`config.mk`:
```
export PLATFORM = sky130hd
export DESIGN_NAME = ascii_command_line_decoder_unit_flat
export DESIGN_NICKNAME = d
export VERILOG_FILES = /design/src/hdl/acld_pkg.sv /design/src/hdl/acld_if.sv /design/src/hdl/ascii_command_line_decoder_unit.sv /design/src/hdl/acld_ram.sv /design/src/flat_wrapper.sv
export SDC_FILE = /design/constraint.sdc
export NUM_CORES = 1
export LEC_CHECK = 0
export ABC_AREA = 1
export BUFFER_PORTS_ARGS = -buffer_cell sky130_fd_sc_hd__buf_2
export CAP_MARGIN = 20
export CORE_MARGIN = 2
export CORE_UTILIZATION = 30
export CTS_BUF_LIST = sky130_fd_sc_hd__clkbuf_8
export DETAILED_ROUTE_END_ITERATION = 12
export SLEW_MARGIN = 20
export SYNTH_ARGS = -nofsm -noshare
export SYNTH_HDL_FRONTEND = slang
export SYNTH_SLANG_ARGS = --single-unit
```
`constraint.sdc`:
```
create_clock -name clk -period 7.6 [get_ports clk]
set_input_delay 0.38 -clock clk [delete_from_list [all_inputs] [get_ports clk]]
set_output_delay 0.38 -clock clk [all_outputs]
set_load 0.05 [all_outputs]
```
`src/hdl/acld_pkg.sv`:
```
// acld_pkg: types, command codes and keyword table of the ascii command line decoder
// no dependencies; used by the top level and the testbench
`default_nettype none

package acld_pkg;

    localparam int BUF_BYTES_DEF = 32;

    localparam logic [7:0] SERVO_COUNT = 8'd6;
    localparam logic [7:0] SLOT_LIMIT  = 8'd10;

    localparam logic [7:0] CHAR_LF    = 8'h0A;
    localparam logic [7:0] CHAR_CR    = 8'h0D;
    localparam logic [7:0] CHAR_TAB   = 8'h09;
    localparam logic [7:0] CHAR_SPACE = 8'h20;
    localparam logic [7:0] CHAR_PLUS  = 8'h2B;
    localparam logic [7:0] CHAR_MINUS = 8'h2D;
    localparam logic [7:0] CHAR_ZERO  = 8'h30;
    localparam logic [7:0] CHAR_NINE  = 8'h39;
    localparam logic [7:0] CHAR_LOW_A = 8'h61;
    localparam logic [7:0] CHAR_LOW_Z = 8'h7A;
    localparam logic [7:0] CASE_FOLD  = 8'h20;

    typedef enum logic [3:0] {
        CMD_MOVE     = 4'd0,
        CMD_SAVE     = 4'd1,
        CMD_PLAY     = 4'd2,
        CMD_ERASE    = 4'd3,
        CMD_NEUTRAL  = 4'd4,
        CMD_BLINK    = 4'd5,
        CMD_STATUS   = 4'd6,
        CMD_MOVE_ERR = 4'd7,
        CMD_SAVE_ERR = 4'd8,
        CMD_UNKNOWN  = 4'd9
    } cmd_code_t;

    typedef enum logic [1:0] {
        S_IDLE,
        S_FETCH,
        S_EXEC,
        S_DONE
    } state_t;

    typedef enum logic [1:0] {
        PH_PREFIX,
        PH_NUM,
        PH_SPACE
    } phase_t;

    typedef enum logic [1:0] {
        NT_SERVO,
        NT_SLOT,
        NT_ANGLE
    } num_target_t;

    localparam int KW_COUNT = 7;
    localparam int KW_SCAN  = 10;

    localparam int KW_MOVE    = 0;
    localparam int KW_SAVE    = 1;
    localparam int KW_PLAY    = 2;
    localparam int KW_ERASE   = 3;
    localparam int KW_NEUTRAL = 4;
    localparam int KW_BLINK   = 5;
    localparam int KW_STATUS  = 6;

    localparam int MOVE_ARG_POS = 6;
    localparam int SAVE_ARG_POS = 7;

    // keywords left justified, zero padded
    localparam logic [8*KW_SCAN-1:0] KW_TEXT [KW_COUNT] = '{
        {"MOVER",      40'h0},
        {"GRABAR",     32'h0},
        {"REPRODUCIR"       },
        {"BORRAR",     32'h0},
        {"NEUTRO",     32'h0},
        {"PARPADEO",   16'h0},
        {"ESTADO",     32'h0}
    };

    localparam logic [3:0] KW_LEN [KW_COUNT] = '{
        4'd5, 4'd6, 4'd10, 4'd6, 4'd6, 4'd8, 4'd6
    };

    function automatic logic [7:0] kw_char(input int k, input logic [3:0] i);
        logic [6:0] base;
        base = 7'(8 * (KW_SCAN - 1 - int'(i)));
        return KW_TEXT[k][base +: 8];
    endfunction

endpackage

`default_nettype wire

```
`src/hdl/acld_if.sv`:
```
// acld_rx_if, acld_cmd_if: valid/ready channels for received bytes and decoded commands
// depends on nothing beyond the language
`default_nettype none

interface acld_rx_if;
    logic       valid;
    logic       ready;
    logic [7:0] rx_byte;

    modport source (output valid, output rx_byte, input ready);
    modport sink   (input valid, input rx_byte, output ready);
endinterface

interface acld_cmd_if;
    logic       valid;
    logic       ready;
    logic [3:0] command_code;
    logic [2:0] servo_index;
    logic [7:0] target_angle;
    logic [3:0] slot_number;

    modport source (output valid, output command_code, output servo_index,
                    output target_angle, output slot_number, input ready);
    modport sink   (input valid, input command_code, input servo_index,
                    input target_angle, input slot_number, output ready);
endinterface

`default_nettype wire

```
`src/hdl/ascii_command_line_decoder_unit.sv`:
```
// ascii_command_line_decoder_unit: collects a text line in a ram and decodes it into a command
// depends on acld_pkg, acld_if.sv (acld_rx_if, acld_cmd_if) and acld_ram
//
// rx carries one received byte per word; cmd carries one decoded command per word.
// while idle, rx is ready every cycle and a byte is stored, upper-cased;
// bytes past BUF_BYTES-1 are dropped. cr or lf on a non-empty line starts a decode,
// and rx stays not ready until the command is loaded into the output register.
// the decode walks the line store through its single read port, a fetch then an exec state per byte:
// first the keyword compare over KW_SCAN positions, then the argument scans of move or save,
// and last the load of the result into the output register.
// a terminator on an empty line gives no word.
// a result waits in the output register while cmd is stalled; new bytes are still taken,
// but the next decode holds its result until the register is free.
// reset empties the line and drops any pending result; the ram is not cleared,
// as only bytes written since the last terminator are ever read.
`default_nettype none

module ascii_command_line_decoder_unit
    import acld_pkg::*;
#(
    parameter int BUF_BYTES = BUF_BYTES_DEF
) (
    input  wire logic   clk,
    input  wire logic   rst_n,
    acld_rx_if.sink     rx,
    acld_cmd_if.source  cmd
);

    localparam int ADDR_W = $clog2(BUF_BYTES);

    state_t            state_reg, state_next;
    phase_t            phase_reg, phase_next;
    num_target_t       num_tgt_reg, num_tgt_next;
    logic [ADDR_W-1:0] line_len_reg, line_len_next;
    logic [ADDR_W-1:0] text_len_reg, text_len_next;
    logic              zero_seen_reg, zero_seen_next;
    logic              out_valid_reg, out_valid_next;

    logic [ADDR_W-1:0]   pos_reg, pos_next;
    logic [KW_COUNT-1:0] match_reg, match_next;
    logic [7:0]          num_val_reg, num_val_next;
    logic                num_neg_reg, num_neg_next;
    logic                num_dig_reg, num_dig_next;
    logic [7:0]          servo_val_reg, servo_val_next;
    cmd_code_t           res_code_reg, res_code_next;
    logic [2:0]          res_servo_reg, res_servo_next;
    logic [7:0]          res_angle_reg, res_angle_next;
    logic [3:0]          res_slot_reg, res_slot_next;
    cmd_code_t           out_code_reg, out_code_next;
    logic [2:0]          out_servo_reg, out_servo_next;
    logic [7:0]          out_angle_reg, out_angle_next;
    logic [3:0]          out_slot_reg, out_slot_next;

    logic              wr_en;
    logic [7:0]        wr_data;
    logic [7:0]        rd_data;
    logic              in_fire;
    logic              is_term;
    logic              start_dec;
    logic              out_free;
    logic [7:0]        cur;
    logic              cur_white;
    logic              cur_digit;
    logic              cur_sign;
    logic [7:0]        cur_digit_val;
    logic              num_finish;
    logic [7:0]        num_value;
    logic              prefix_last;
    logic [KW_COUNT-1:0] match_upd;
    logic              dec_done;

    acld_ram #(
        .WIDTH (8),
        .DEPTH (BUF_BYTES)
    ) u_line_store (
        .clk     (clk),
        .wr_en   (wr_en),
        .wr_addr (line_len_reg),
        .wr_data (wr_data),
        .rd_addr (pos_reg),
        .rd_data (rd_data)
    );

    assign in_fire   = rx.valid && rx.ready;
    assign is_term   = (rx.rx_byte == CHAR_LF) || (rx.rx_byte == CHAR_CR);
    assign start_dec = in_fire && is_term && (line_len_reg != '0);
    assign out_free  = !out_valid_reg || cmd.ready;
    assign wr_en     = in_fire && !is_term && (line_len_reg < ADDR_W'(BUF_BYTES - 1));
    assign wr_data   = ((rx.rx_byte >= CHAR_LOW_A) && (rx.rx_byte <= CHAR_LOW_Z))
                       ? (rx.rx_byte - CASE_FOLD) : rx.rx_byte;

    // byte at the scan position, zero at and past the end of the text
    assign cur           = (pos_reg < text_len_reg) ? rd_data : 8'h00;
    assign cur_white     = (cur == CHAR_SPACE) || ((cur >= CHAR_TAB) && (cur <= CHAR_CR));
    assign cur_digit     = (cur >= CHAR_ZERO) && (cur <= CHAR_NINE);
    assign cur_sign      = (cur == CHAR_PLUS) || (cur == CHAR_MINUS);
    assign cur_digit_val = cur - CHAR_ZERO;
    assign num_finish    = !cur_digit && (num_dig_reg || !(cur_white || cur_sign));
    assign num_value     = num_neg_reg ? (8'h00 - num_val_reg) : num_val_reg;
    assign prefix_last   = (pos_reg == ADDR_W'(KW_SCAN - 1));

    always_comb
    begin
        for (int k = 0; k < KW_COUNT; k++)
        begin
            match_upd[k] = match_reg[k];
            if ((pos_reg < ADDR_W'(KW_LEN[k])) && (cur != kw_char(k, pos_reg[3:0])))
            begin
                match_upd[k] = 1'b0;
            end
        end
    end

    always_comb
    begin
        dec_done = 1'b0;
        case (phase_reg)
            PH_PREFIX: dec_done = prefix_last && !match_upd[KW_MOVE] && !match_upd[KW_SAVE];
            PH_NUM:    dec_done = num_finish && (num_tgt_reg != NT_SERVO);
            PH_SPACE:  dec_done = (cur == 8'h00)
                                  || ((cur == CHAR_SPACE) && (servo_val_reg >= SERVO_COUNT));
            default:   dec_done = 1'b1;
        endcase
    end

    // next state
    always_comb
    begin
        state_next = state_reg;
        case (state_reg)
            S_IDLE:  if (start_dec) state_next = S_FETCH;
            S_FETCH: state_next = S_EXEC;
            S_EXEC:  state_next = dec_done ? S_DONE : S_FETCH;
            S_DONE:  if (out_free) state_next = S_IDLE;
            default: state_next = S_IDLE;
        endcase
    end

    // datapath and outputs
    always_comb
    begin
        phase_next     = phase_reg;
        num_tgt_next   = num_tgt_reg;
        line_len_next  = line_len_reg;
        text_len_next  = text_len_reg;
        zero_seen_next = zero_seen_reg;
        out_valid_next = out_valid_reg;
        pos_next       = pos_reg;
        match_next     = match_reg;
        num_val_next   = num_val_reg;
        num_neg_next   = num_neg_reg;
        num_dig_next   = num_dig_reg;
        servo_val_next = servo_val_reg;
        res_code_next  = res_code_reg;
        res_servo_next = res_servo_reg;
        res_angle_next = res_angle_reg;
        res_slot_next  = res_slot_reg;
        out_code_next  = out_code_reg;
        out_servo_next = out_servo_reg;
        out_angle_next = out_angle_reg;
        out_slot_next  = out_slot_reg;

        if (out_valid_reg && cmd.ready)
        begin
            out_valid_next = 1'b0;
        end

        case (state_reg)
            S_IDLE:
            begin
                if (wr_en)
                begin
                    line_len_next = line_len_reg + 1'b1;
                    if (wr_data == 8'h00)
                    begin
                        zero_seen_next = 1'b1;
                    end
                    else if (!zero_seen_reg)
                    begin
                        text_len_next = text_len_reg + 1'b1;
                    end
                end
                if (start_dec)
                begin
                    pos_next       = '0;
                    match_next     = '1;
                    phase_next     = PH_PREFIX;
                    res_code_next  = CMD_UNKNOWN;
                    res_servo_next = '0;
                    res_angle_next = '0;
                    res_slot_next  = '0;
                end
            end
            S_EXEC:
            begin
                case (phase_reg)
                    PH_PREFIX:
                    begin
                        match_next = match_upd;
                        if (!prefix_last)
                        begin
                            pos_next = pos_reg + 1'b1;
                        end
                        else
                        begin
                            num_val_next = '0;
                            num_neg_next = 1'b0;
                            num_dig_next = 1'b0;
                            if (match_upd[KW_MOVE])
                            begin
                                pos_next     = ADDR_W'(MOVE_ARG_POS);
                                phase_next   = PH_NUM;
                                num_tgt_next = NT_SERVO;
                            end
                            else if (match_upd[KW_SAVE])
                            begin
                                pos_next     = ADDR_W'(SAVE_ARG_POS);
                                phase_next   = PH_NUM;
                                num_tgt_next = NT_SLOT;
                            end
                            else if (match_upd[KW_PLAY])    res_code_next = CMD_PLAY;
                            else if (match_upd[KW_ERASE])   res_code_next = CMD_ERASE;
                            else if (match_upd[KW_NEUTRAL]) res_code_next = CMD_NEUTRAL;
                            else if (match_upd[KW_BLINK])   res_code_next = CMD_BLINK;
                            else if (match_upd[KW_STATUS])  res_code_next = CMD_STATUS;
                            else                            res_code_next = CMD_UNKNOWN;
                        end
                    end
                    PH_NUM:
                    begin
                        if (num_finish)
                        begin
                            case (num_tgt_reg)
                                NT_SERVO:
                                begin
                                    servo_val_next = num_value;
                                    pos_next       = ADDR_W'(MOVE_ARG_POS);
                                    phase_next     = PH_SPACE;
                                end
                                NT_SLOT:
                                begin
                                    if (num_value < SLOT_LIMIT)
                                    begin
                                        res_code_next = CMD_SAVE;
                                        res_slot_next = num_value[3:0];
                                    end
                                    else
                                    begin
                                        res_code_next = CMD_SAVE_ERR;
                                    end
                                end
                                default:
                                begin
                                    res_code_next  = CMD_MOVE;
                                    res_servo_next = servo_val_reg[2:0];
                                    res_angle_next = num_value;
                                end
                            endcase
                        end
                        else
                        begin
                            pos_next = pos_reg + 1'b1;
                            if (cur_digit)
                            begin
                                num_val_next = (num_val_reg << 3) + (num_val_reg << 1)
                                               + cur_digit_val;
                                num_dig_next = 1'b1;
                            end
                            else if (cur_sign)
                            begin
                                num_neg_next = (cur == CHAR_MINUS);
                                num_dig_next = 1'b1;
                            end
                        end
                    end
                    PH_SPACE:
                    begin
                        if (cur == 8'h00)
                        begin
                            res_code_next = CMD_MOVE_ERR;
                        end
                        else if (cur == CHAR_SPACE)
                        begin
                            if (servo_val_reg < SERVO_COUNT)
                            begin
                                pos_next     = pos_reg + 1'b1;
                                phase_next   = PH_NUM;
                                num_tgt_next = NT_ANGLE;
                                num_val_next = '0;
                                num_neg_next = 1'b0;
                                num_dig_next = 1'b0;
                            end
                            else
                            begin
                                res_code_next = CMD_MOVE_ERR;
                            end
                        end
                        else
                        begin
                            pos_next = pos_reg + 1'b1;
                        end
                    end
                    default:
                    begin
                        res_code_next = CMD_UNKNOWN;
                    end
                endcase
            end
            S_DONE:
            begin
                if (out_free)
                begin
                    out_valid_next = 1'b1;
                    out_code_next  = res_code_reg;
                    out_servo_next = res_servo_reg;
                    out_angle_next = res_angle_reg;
                    out_slot_next  = res_slot_reg;
                    line_len_next  = '0;
                    text_len_next  = '0;
                    zero_seen_next = 1'b0;
                end
            end
            default:
            begin
            end
        endcase
    end

    always_ff @(posedge clk or negedge rst_n)
    begin
        if (!rst_n)
        begin
            state_reg     <= S_IDLE;
            phase_reg     <= PH_PREFIX;
            num_tgt_reg   <= NT_SERVO;
            line_len_reg  <= '0;
            text_len_reg  <= '0;
            zero_seen_reg <= 1'b0;
            out_valid_reg <= 1'b0;
        end
        else
        begin
            state_reg     <= state_next;
            phase_reg     <= phase_next;
            num_tgt_reg   <= num_tgt_next;
            line_len_reg  <= line_len_next;
            text_len_reg  <= text_len_next;
            zero_seen_reg <= zero_seen_next;
            out_valid_reg <= out_valid_next;
        end
    end

    always_ff @(posedge clk)
    begin
        pos_reg       <= pos_next;
        match_reg     <= match_next;
        num_val_reg   <= num_val_next;
        num_neg_reg   <= num_neg_next;
        num_dig_reg   <= num_dig_next;
        servo_val_reg <= servo_val_next;
        res_code_reg  <= res_code_next;
        res_servo_reg <= res_servo_next;
        res_angle_reg <= res_angle_next;
        res_slot_reg  <= res_slot_next;
        out_code_reg  <= out_code_next;
        out_servo_reg <= out_servo_next;
        out_angle_reg <= out_angle_next;
        out_slot_reg  <= out_slot_next;
    end

    assign rx.ready         = (state_reg == S_IDLE);
    assign cmd.valid        = out_valid_reg;
    assign cmd.command_code = out_code_reg;
    assign cmd.servo_index  = out_servo_reg;
    assign cmd.target_angle = out_angle_reg;
    assign cmd.slot_number  = out_slot_reg;

endmodule

`default_nettype wire

```
`src/hdl/acld_ram.sv`:
```
// acld_ram: generic single write, single read ram with registered read data
// no dependencies
`default_nettype none

module acld_ram #(
    parameter int WIDTH = 8,
    parameter int DEPTH = 32
) (
    input  wire logic                     clk,
    input  wire logic                     wr_en,
    input  wire logic [$clog2(DEPTH)-1:0] wr_addr,
    input  wire logic [WIDTH-1:0]         wr_data,
    input  wire logic [$clog2(DEPTH)-1:0] rd_addr,
    output      logic [WIDTH-1:0]         rd_data
);

    logic [WIDTH-1:0] mem [DEPTH];

    always_ff @(posedge clk)
    begin
        if (wr_en)
        begin
            mem[wr_addr] <= wr_data;
        end
        rd_data <= mem[rd_addr];
    end

endmodule

`default_nettype wire

```
`src/flat_wrapper.sv`:
```
// flat-port wrapper written by rule: the top's interface ports become plain ports
module ascii_command_line_decoder_unit_flat import acld_pkg::*;
#(
    parameter int BUF_BYTES = BUF_BYTES_DEF
)
  (clk, rst_n, rx_valid, rx_rx_byte, rx_ready, cmd_valid, cmd_command_code, cmd_servo_index, cmd_target_angle, cmd_slot_number, cmd_ready);
  acld_rx_if rx_i ();
  acld_cmd_if cmd_i ();
  input  wire logic clk;
  input  wire logic rst_n;
  input wire logic [$bits(rx_i.valid)-1:0] rx_valid;
  input wire logic [$bits(rx_i.rx_byte)-1:0] rx_rx_byte;
  output wire logic [$bits(rx_i.ready)-1:0] rx_ready;
  output wire logic [$bits(cmd_i.valid)-1:0] cmd_valid;
  output wire logic [$bits(cmd_i.command_code)-1:0] cmd_command_code;
  output wire logic [$bits(cmd_i.servo_index)-1:0] cmd_servo_index;
  output wire logic [$bits(cmd_i.target_angle)-1:0] cmd_target_angle;
  output wire logic [$bits(cmd_i.slot_number)-1:0] cmd_slot_number;
  input wire logic [$bits(cmd_i.ready)-1:0] cmd_ready;
  assign rx_i.valid = rx_valid;
  assign rx_i.rx_byte = rx_rx_byte;
  assign rx_ready = rx_i.ready;
  assign cmd_valid = cmd_i.valid;
  assign cmd_command_code = cmd_i.command_code;
  assign cmd_servo_index = cmd_i.servo_index;
  assign cmd_target_angle = cmd_i.target_angle;
  assign cmd_slot_number = cmd_i.slot_number;
  assign cmd_i.ready = cmd_ready;
  ascii_command_line_decoder_unit #(.BUF_BYTES(BUF_BYTES)) u_core (.clk(clk), .rst_n(rst_n), .rx(rx_i), .cmd(cmd_i));
endmodule
```
==> results of run 1 <==
## cells in the final DEF (no fill, tap or decap), types with 17 or more instances in the layout
cell type	n
clkinv_1	18
o21ai_0	100
nand3_1	142
clkbuf_8	56
a31oi_1	17
ha_1	37
o2111ai_1	24
inv_1	148
mux2i_1	34
edfxtp_1	324
nor2_1	194
nand2_1	266
o22ai_1	35
buf_2	32
dfrtp_1	18
a21oi_1	35
## worst max-delay path, cell delays in order, from the launching register on
cell,delay (ns)
edfxtp_1,0.32
buf_4,0.32
clkinv_1,0.66
ha_1,0.74
clkinv_1,0.29
nand2_1,0.12
nand2_1,0.18
nand2_1,0.19
inv_1,0.07
nand2_1,0.06
nand3_1,0.08
nor2_1,0.09
nand3_1,0.11
nand2_1,0.07
nand2_1,0.10
nand4_1,0.12
inv_1,0.05
nor2_1,0.38
## kinds of logic after synthesis
logic type      Yosys count  share of synthesized area (%)
mux                      34                           2.08
fa+ha+maj                42                           3.44
simple gates            654                           17.2
xor+xnor                 17                          0.910
flops                   350                           63.2
compound gates          232                           8.45
buf+inv                 197                           4.67
## power groups by stage
stage	registers, mW	logic (mW)	clock network [mW]
after detailed placement	2.14	0.0426	0
after CTS	2.10	0.0433	1.58
after global placement	2.14	0.0406	0
final	2.10	0.0429	1.55
after global routing	2.10	0.0478	1.67
after floorplan	2.14	0.0107	0
## path summary, 6_finish.rpt
path	slack, ns	start	cells past startpoint	endpoint
worst min register to register	0.41	u_core.res_angle_reg[4]	0	u_core.cmd.target_angle[4]
worst min-delay path	0.19	rx_valid	5	u_core.line_len_reg[0]
min in group asynchronous	0.23	rst_n	2	u_core.line_len_reg[3]
max in group asynchronous	7.06	rst_n	2	u_core.text_len_reg[0]
worst max-delay path	3.28	u_core.pos_reg[2]	17	u_core.pos_reg[3]
worst max register to register	3.28	u_core.pos_reg[2]	17	u_core.pos_reg[3]
## timing repair
action | 4_1_cts | 5_1_grt
hold buffers | 2 | 0
hold endpoints to repair | 19 | 0
endpoints found under the setup margin | 0 | 0
## layout make-up
| class | instances | area (um^2) |
|---|---|---|
| clock buffers | 56 | 771 |
| clock inverters | 47 | 295 |
| fillers | 5375 | 35500 |
| inverters | 136 | 515 |
| multi-input cells | 979 | 5250 |
| flip-flops and latches | 350 | 10300 |
| well taps | 696 | 871 |
| repair buffers | 45 | 263 |
## per-stage QoR
stage | power, mW | setup WS, ns | utilization [%] | area (um^2)
global route | 3.81 | 2.83 | 34.0 | 18300
floorplan | 2.15 | 4.07 | - | 16400
global placement | 2.18 | 3.34 | 32.0 | 17200
CTS | 3.73 | 3.29 | 34.0 | 18300
detailed placement | 2.18 | 3.31 | 32.0 | 17200
finish | 3.69 | 3.28 | 34.0 | 18300
## metal layers
metal	GRT usage, %	vias to the layer above
met5	0	-
met1	19.5	5633
li1	-	5472
met4	3.96	0
met3	2.30	60
met2	24.3	354
==> summary.txt, run 1 <==
Cells after Synth: 1,526
Final min period: 4.32 ns
Site row count: 85
WL per Instance: 17.9 um
WS Path Type: register to register
Fraction of layout instances using a drive strength above 1: 8.74%
Synthesized area: 16,400 um^2
DRT antenna net count: 0
Post-synthesis register bit count: 350
Run status: complete, no violations
TritonCTS Buffers: 56
Clock Power Share: 41.9%
Top reg by flops: u_core.u_line_store.mem
Die Wd: 237 um
Clock Pin Slew Worst Setup and Hold Paths: 0.06 ns
Mapped Nets: 1,580
Total negative slack: 0 ns
Nets: 1,622
RePlAce Congestion: 0.905
Required time worst endpoint: 7.88 ns
Max_slew headroom: 30.0%
Cells after DPL: 2,204
EDFF count, synth: 324
Num ports: 33
Post-DP HPWL: 26.7 mm
Hold Worst Slack: 0.190 ns
Highest metal used: met4
Antenna cells: 0
GRT overflow: 0
Routed wire length: 41.3 mm
Part of the power in registers: 56.9%
Final Hold Fails: 0
Ys Warns: 0
DIE AREA: 56,400 um^2
Clock sink count: 350
IO Port Bufs: 32
Cell taking the most area after synthesis: edfxtp_1
Pre-Repair DR Iteration Count: 6
# resized after CTS: 0
FMAX: 0.232 GHz
Gate power share: 1.2%
Power Internal: 2.87 mW
Height of the die: 237 um
Yosys cell types: 51
CTS tree: built
# setup viols final: 0
Number of DRC markers in iteration 0: 959
Pwr Density: 202 nW/um^2
Avg Cell Area, Syn: 10.7 um^2
Worst Path Arrival: 4.60 ns
Synth-to-layout area growth: 11.9%
First-pass GRT wire length: 63.9 mm
Ys async rst share: 5.14%
Top cells by area, synth: edfxtp_1, nand2_1, nor2_1
Number of antenna violations at the first check in global routing: 0
Period utilization: 56.8%
Largest register FFs: 256
Via Count: 11.5k
H-tree depth: 2
Initial Utilization: 30.4%
Synth cell count leaders: edfxtp_1, nand2_1, nor2_1, nand3_1, inv_1
Met3 wire length: 2.20 mm
CORE AREA: 53,800 um^2
Actual slew at the worst max-slew pin: 1.05 ns
Vias in the first global route: 11.1k
Root buf cell: clkbuf_8
Layout Skew: 0.0350 ns
All-Layer GR Usage: 14.5%
Sequential area share after synthesis: 63.2%
Most common cell in the netlist: edfxtp_1
Via-to-Cell Ratio: 4.99
Clock latency on the worst-skew pair: 0.65 ns
Largest net degree at the start of global routing: 93
MaxCap Viol Count: 0
P_sw: 815 uW
HP Class: input pin to register
Worst Setup End Kind: register
Leak: 6.86 nW
Final Max Slew Viols: 0
Yosys top cell area share: 59.5%
Sw frac: 22.1%
Post-CTS Setup Repair Bufs: 0
Unrepaired setup endpoints after global routing: no
Crit path launch type: register
Routed wl met2: 19.9 mm
Worst VDD drop: 0.157 mV
DRC violations left: 0
DRT met1 WL: 18.4 mm
Final Instance Count excl. Fillers: 2,309
Clk buf depth: 3
Crit path max fanout: 26
Synth Flop Type: edfxtp_1
No activity file was read; power rests on OpenSTA's default activity.
==> run 2, diff against run 1 <==
clock period = 4.3 ns   (was 7.6 ns; I/O delays follow)
==> run 2 against run 1 <==
Compared with the run above:
- core utilization rose by 0.19 points
- clock-buffer cell count fell by 3
- sequential share of layout area fell by 0.31 points
- worst setup slack got worse by 2.8 ns
- via count rose by 0.27%
- clock power rose by 70%
- largest power group unchanged
==> summary.txt, run 2 (synthesized netlist as in run 1, its figures left out) <==
Run status: complete, no violations
Synth-to-layout area growth: 12.6%
Site row count: 85 (unchanged)
Crit path launch type: register
Pre-Repair DR Iteration Count: 5 (-1)
Final instance area: 18,400 um^2 (+0.55%)
Root buf cell: clkbuf_8
Nets: 1,634 (+0.74%)
Filler cells: 5,434 (+1.1%)
Clock latency on the worst-skew pair: 0.63 ns (-0.02 ns)
Actual slew at the worst max-slew pin: 1.09 ns (+0.0446 ns)
Crit-path slowest cell: edfxtp_1
Pwr Density: 349 nW/um^2 (+73%)
Hold Worst Slack: 0.0599 ns (-0.130 ns)
Unrepaired setup endpoints after global routing: no
CTS tree: built
Commonest non-fill, non-tap cells in the layout: edfxtp_1, nand2_1, nor2_1
GRT overflow: 0 (unchanged)
Worst hold path depth: 5 (unchanged)
Vias in the first global route: 11.1k (-0.23%)
Die Wd: 237 um (unchanged)
First-pass GRT wire length: 63.5 mm (-0.53%)
FMAX: 0.264 GHz (+14%)
MaxCap Viol Count: 0 (unchanged)
DRC violations left: 0 (unchanged)
Reg2Reg Depth: 17 (unchanged)
H-tree depth: 2 (unchanged)
Number of antenna violations at the first check in global routing: 0 (unchanged)
Largest register FFs: 256 (unchanged)
Max incr delay on CP: 0.52 ns (-0.22 ns)
Initial Utilization: 30.4% (unchanged)
Period utilization: 88.0% (+31 points)
Routed wire length: 41.3 mm (about the same)
Final Hold Fails: 0 (unchanged)
HP Class: input pin to register
Clock sink count: 350 (unchanged)
Antenna cells: 0 (unchanged)
Final Util: 34.2% (+0.19 points)
WL per Instance: 17.8 um (-0.55%)
Worst Path Arrival: 4.23 ns (-0.37 ns)
Clk buf depth: 3 (unchanged)
Required time worst endpoint: 4.75 ns (-3.13 ns)
DP Area: 17,300 um^2 (+0.55%)
Via-to-Cell Ratio: 4.98 (-0.21%)
Worst Setup End Kind: register
Num ports: 33 (unchanged)
Number of DRC markers in iteration 0: 986 (+2.8%)
Via Count: 11.6k (+0.27%)
Max_slew headroom: 27.0% (-3.0 points)
Clock Pin Slew Worst Setup and Hold Paths: 0.06 ns (about the same)
# setup viols final: 0 (unchanged)
CORE AREA: 53,800 um^2 (unchanged)
Delay-heaviest family, CP: adder cells
Commonest non-fill, non-tap cell in the layout: edfxtp_1
TritonCTS Buffers: 53 (-5.4%)
Post-CTS Setup Repair Bufs: 0 (unchanged)
WS Path Type: register to register
Fraction of layout instances using a drive strength above 1: 9.42% (+0.68 points)
IO Port Bufs: 32 (unchanged)
Leak: 6.91 nW (+0.80%)
CP bufs+invs: 3 (-2)
Crit path max fanout: 18 (-31%)
Largest net degree at the start of global routing: 136 (+46%)
Final Max Slew Viols: 0 (unchanged)
Total negative slack: 0 ns (unchanged)
Height of the die: 237 um (unchanged)
Reg area: 10,300 um^2 (unchanged)
DRT antenna net count: 0 (unchanged)
Crit. path cell count: 17 (unchanged)
Worst VDD drop: 0.226 mV (+44%)
DIE AREA: 56,400 um^2 (unchanged)
Layout Skew: 0.0368 ns (+0.00181 ns)
Final min period: 3.78 ns (-0.534 ns)
Top reg by flops: u_core.u_line_store.mem
Multi-input gate area: 5250 um^2 (unchanged)
Post-DP HPWL: 26.6 mm (-0.39%)
RePlAce Congestion: 0.910 (+0.62%)
All-Layer GR Usage: 14.4% (-0.11 points)
Crit-path cells: ha_1, nand2_1, nor2_1, nand2_4, inv_4, nor2_8, buf_4, nand2_2, inv_1, fa_1, ha_1, ha_1, nand2_1, nand2_1, a21oi_1, o21ai_0, a21oi_1
-- run 2: changes by cell type in the layout (fill, tap and decap cells not counted), sizes merged --
cell         previous run  this run
clkinv                 26        23
clkbuf                 56        53
dlygate4sd3             2         5
buf                    43        55
clkinvlp                0         2
-- run 2: path summary, 6_finish.rpt --
kind / from / endpoint / slack (ns)
max: u_core.pos_reg[3] / u_core.num_val_reg[7] / 0.52
min: rx_valid / u_core.line_len_reg[0] / 0.06
max reg2reg: u_core.pos_reg[3] / u_core.num_val_reg[7] / 0.52
min reg2reg: u_core.res_slot_reg[2] / u_core.cmd.slot_number[2] / 0.42
max in group asynchronous: rst_n / u_core.text_len_reg[0] / 3.92
min in group asynchronous: rst_n / u_core.num_tgt_reg[0] / 0.07
-- run 2: area by class of cell --
| type | instances | share of cell area (%) |
|---|---|---|
| Sequential cell | 350 | 56.2 |
| Inverter | 136 | 2.80 |
| Tap cell | 696 | 4.73 |
| Clock inverter | 46 | 1.54 |
| Timing Repair Buffer | 60 | 2.26 |
| Clock buffer | 53 | 3.96 |
| Multi-Input combinational cell | 979 | 28.5 |
-- run 2: per-layer routing --
| metal | vias up | wire (um) | GRT usage, % |
|---|---|---|---|
| met3 | 73 | 2430 | 2.28 |
| met1 | 5604 | 18200 | 19.3 |
| met4 | 0 | 1060 | 3.95 |
| met2 | 385 | 19600 | 24.1 |
| met5 | - | 0 | 0 |
| li1 | 5488 | - | - |
-- run 2: timing repair --
item	in CTS	in global routing
hold buffers	5	0
gates resized for setup	0	0
endpoints found under the hold margin	33	0
-- run 2: worst min-delay path, delay by kind of cell --
kind,cells,cell delay [ns]
AO/OA/AOI/OAI,2,0.13
buffers and inverters,1,0.11
AND/OR/NAND/NOR,2,0.19
-- run 2: power breakdown --
| part | internal [mW] | switching, mW |
|---|---|---|
| combinational | 0.0173 | 0.0670 |
| clock | 1.30 | 1.34 |
| sequential | 3.71 | 0.00125 |
| total | 5.02 | 1.40 |
-- run 2: metrics by stage --
stage / total power [mW] / setup slack [ns] / instances
after floorplan: 3.80 / 0.765 / 1526
after global placement: 3.86 / 0.572 / 2215
after detailed placement: 3.86 / 0.574 / 2215
after CTS: 6.49 / 0.517 / 2319
after global routing: 6.64 / 0.270 / 2320
final: 6.43 / 0.517 / 2320
==> run 3, diff against run 2 <==
ABC_AREA = unset   (was 1)
==> run 3 against run 2 <==
Compared with the run above:
- clock skew grew 0.0065 ns
- clock-buffer cell count increased by 2
- sequential share of layout area increased by 0.42 points
- combinational power grew to 30 times the previous value
- maximum frequency fell by 5.6%
- highest routed layer unchanged
- worst setup slack worse by 0.22 ns
- cell count shrank 19%
- clock power is 6% lower
==> summary.txt, run 3 <==
Sw frac: 33.4% (+12 points)
First-pass GRT wire length: 58.0 mm (-8.7%)
Leak: 6.14 nW (-11%)
Height of the die: 237 um (-0.14%)
Crit-path slowest cell: fa_1
Ys async rst share: 5.14% (unchanged)
Yosys top cell area share: 59.7% (+0.16 points)
Worst VDD drop: 0.260 mV (+15%)
Sequential area share after synthesis: 63.4% (+0.17 points)
Required time worst endpoint: 4.64 ns (-0.11 ns)
RePlAce Congestion: 0.901 (-0.98%)
Max incr delay on CP: 0.54 ns (+0.02 ns)
Max_slew headroom: 25.2% (-1.8 points)
Crit path max fanout: 3 (-15)
Commonest non-fill, non-tap cells in the layout: edfxtp_1, nor2_1, mux4_2
Final Hold Fails: 0 (unchanged)
Layout Skew: 0.0433 ns (+0.00645 ns)
Routed wire length: 37.8 mm (-8.6%)
DRC violations left: 0 (unchanged)
EDFF count, synth: 324 (unchanged)
# setup viols final: 0 (unchanged)
Clock latency on the worst-skew pair: 0.63 ns (about the same)
Most common cell in the netlist: edfxtp_1
Final min period: 4.01 ns (+0.224 ns)
Part of the power in registers: 45.8% (-12 points)
WS Path Type: register to register
Final Max Slew Viols: 0 (unchanged)
IO Port Bufs: 32 (unchanged)
Vias in the first global route: 9,635 (-13%)
H-tree depth: 2 (unchanged)
DIE AREA: 56,200 um^2 (-0.27%)
Largest register FFs: 256 (unchanged)
Clk buf depth: 3 (unchanged)
Filler cells: 5,171 (-4.8%)
Top reg by flops: u_core.u_line_store.mem
Yosys cell types: 96 (+88%)
Nets: 1,199 (-27%)
CORE AREA: 53,800 um^2 (unchanged)
Initial Utilization: 30.3% (-0.084 points)
HP Class: input pin to async pin
Pwr Density: 510 nW/um^2 (+46%)
Final Instance Count excl. Fillers: 1,872 (-19%)
Gate power share: 27.6% (+26 points)
Crit path launch type: register
Num ports: 33 (unchanged)
Ys Warns: 0 (unchanged)
Via-to-Cell Ratio: 5.15 (+3.4%)
WL per Instance: 20.2 um (+13%)
Pre-Repair DR Iteration Count: 5 (unchanged)
Clock Pin Slew Worst Setup and Hold Paths: 0.06 ns (about the same)
CTS tree: built
Actual slew at the worst max-slew pin: 1.12 ns (+0.0307 ns)
Synth-to-layout area growth: 12.0%
Number of antenna violations at the first check in global routing: 0 (unchanged)
Number of DRC markers in iteration 0: 856 (-13%)
Synth cell count leaders: edfxtp_1, nor2_1, mux4_2, nand2_1, inv_1
Die Wd: 237 um (-0.14%)
Clock sink count: 350 (unchanged)
GRT overflow: 0 (unchanged)
Site row count: 85 (unchanged)
Run status: complete, no violations
Cell taking the most area after synthesis: edfxtp_1
Synthesized area: 16,300 um^2 (-0.28%)
Total negative slack: 0 ns (unchanged)
Antenna cells: 0 (unchanged)
Period utilization: 93.2% (+5.2 points)
Mapped Nets: 1,129 (-29%)
Delay-heaviest family, CP: adder cells
CP bufs+invs: 3 (unchanged)
Power Internal: 6.20 mW (+23%)
Cells after DPL: 1,782 (-20%)
Synth Flop Type: edfxtp_1
TritonCTS Buffers: 54 (+1.9%)
Unrepaired setup endpoints after global routing: no
Post-DP HPWL: 24.7 mm (-7.0%)
Final Power: 9.31 mW (+45%)
FMAX: 0.250 GHz (-5.6%)
Top cells by area, synth: edfxtp_1, mux4_2, ha_1
Worst Setup End Kind: register
MaxCap Viol Count: 0 (unchanged)
Post-synthesis register bit count: 350 (unchanged)
P_sw: 3.11 mW (+120%)
Clock Power Share: 26.7% (-14 points)
Fraction of layout instances using a drive strength above 1: 21.4% (+12 points)
Root buf cell: clkbuf_8
Worst Path Arrival: 4.35 ns (+0.12 ns)
# resized after CTS: 0 (unchanged)
Largest net degree at the start of global routing: 75 (-45%)
DRT antenna net count: 0 (unchanged)
Commonest non-fill, non-tap cell in the layout: edfxtp_1
Avg Cell Area, Syn: 15.2 um^2 (+42%)
Crit-path cells: inv_1, ha_1, a21oi_1, o21ai_2, a21oi_1, inv_1, fa_1, inv_1, ha_1, ha_1, fa_1, a21o_1, a21oi_1, xnor2_1, nand3_1, and3b_1
Cells after Synth: 1,075 (-30%)
All-Layer GR Usage: 13.3% (-1.0 points)
Via Count: 9,639 (-17%)
run 3: changes by cell type after synthesis, moves of 11 or more:
cell,change
xnor2_1,+13
nand2b_1,+14
nand2_1,-204
o2111ai_1,-23
nand3_1,-119
clkbuf_1,-19
mux2i_1,-30
mux4_2,+80
and2_1,+16
o21ai_0,-70
nor2b_1,+11
inv_1,-93
nor2_1,-109
o22ai_1,-30
run 3: kinds of logic after synthesis:
kind of cell | after synthesis | synth area share, %
flip-flops | 350 | 63.4
multiplexers | 94 | 12.1
AO/OA/AOI/OAI | 164 | 7.08
AND/OR/NAND/NOR | 295 | 9.24
buffers and inverters | 91 | 2.59
XOR/XNOR | 39 | 2.19
adder cells (fa/ha/maj) | 42 | 3.45
run 3: worst paths after layout:
| path | startpoint | to | slack, ns | cells past startpoint |
|---|---|---|---|---|
| setup / recovery | u_core.text_len_reg[2] | u_core.num_val_reg[7] | 0.29 | 16 |
| hold / removal | rst_n | u_core.state_reg[0] | 0.05 | 2 |
| setup reg to reg | u_core.text_len_reg[2] | u_core.num_val_reg[7] | 0.29 | 16 |
| hold reg to reg | u_core.res_servo_reg[2] | u_core.cmd.servo_index[2] | 0.42 | 0 |
| max in group asynchronous | rst_n | u_core.phase_reg[1] | 3.94 | 2 |
| min in group clk | rx_rx_byte[5] | u_core.zero_seen_reg | 0.15 | 5 |
run 3: cell type report:
type | count | area (um^2) | area share (%)
Tap cell | 696 | 871 | 4.77
Inverter | 39 | 146 | 0.801
Sequential cell | 350 | 10300 | 56.6
Multi-Input combinational cell | 634 | 5560 | 30.4
Timing Repair Buffer | 66 | 423 | 2.31
Clock buffer | 55 | 757 | 4.14
Clock inverter | 32 | 176 | 0.966
run 3: power by group through the flow:
| stage | logic [mW] | registers (mW) | clock network, mW |
|---|---|---|---|
| 5_1_grt | 2.81 | 4.29 | 2.69 |
| 3_5_place_dp | 2.54 | 4.32 | 0 |
| 4_1_cts | 2.56 | 4.25 | 2.55 |
| 2_1_floorplan | 1.91 | 4.20 | 0 |
| 3_3_place_gp | 2.53 | 4.31 | 0 |
| 6_report | 2.57 | 4.26 | 2.48 |
run 3: metrics by stage:
| step | utilization, % | worst slack (ns) | hold slack [ns] | instance area [um^2] |
|---|---|---|---|---|
| floorplan | - | 0.272 | -0.0806 | 16300 |
| global placement | 32.2 | 0.425 | 0.168 | 17300 |
| detailed placement | 32.2 | 0.388 | 0.174 | 17300 |
| CTS | 34.0 | 0.330 | 0.0362 | 18300 |
| global route | 34.0 | 0.0540 | 0.0836 | 18300 |
| finish | 34.0 | 0.293 | 0.0465 | 18300 |
run 3: per-layer routing:
| metal | part of all wire [%] | track usage (%) |
|---|---|---|
| met5 | 0 | 0 |
| met4 | 2.3 | 3.68 |
| met3 | 5.7 | 2.22 |
| met2 | 47 | 21.8 |
| met1 | 44 | 18.5 |
run 3: worst reg2reg max path, delay by kind of cell (launching register included):
family	cells	cell delay, ns
flip-flops	1	0.40
adder cells (fa/ha/maj)	5	1.70
buffers and inverters	3	0.25
AO/OA/AOI/OAI	5	0.94
AND/OR/NAND/NOR	2	0.27
XOR/XNOR	1	0.16
run 3: what timing repair did:
| item | in CTS | in global routing |
|---|---|---|
| endpoints found under the hold margin | 27 | 0 |
| setup buffers | 0 | 0 |
| hold buffers | 3 | 0 |
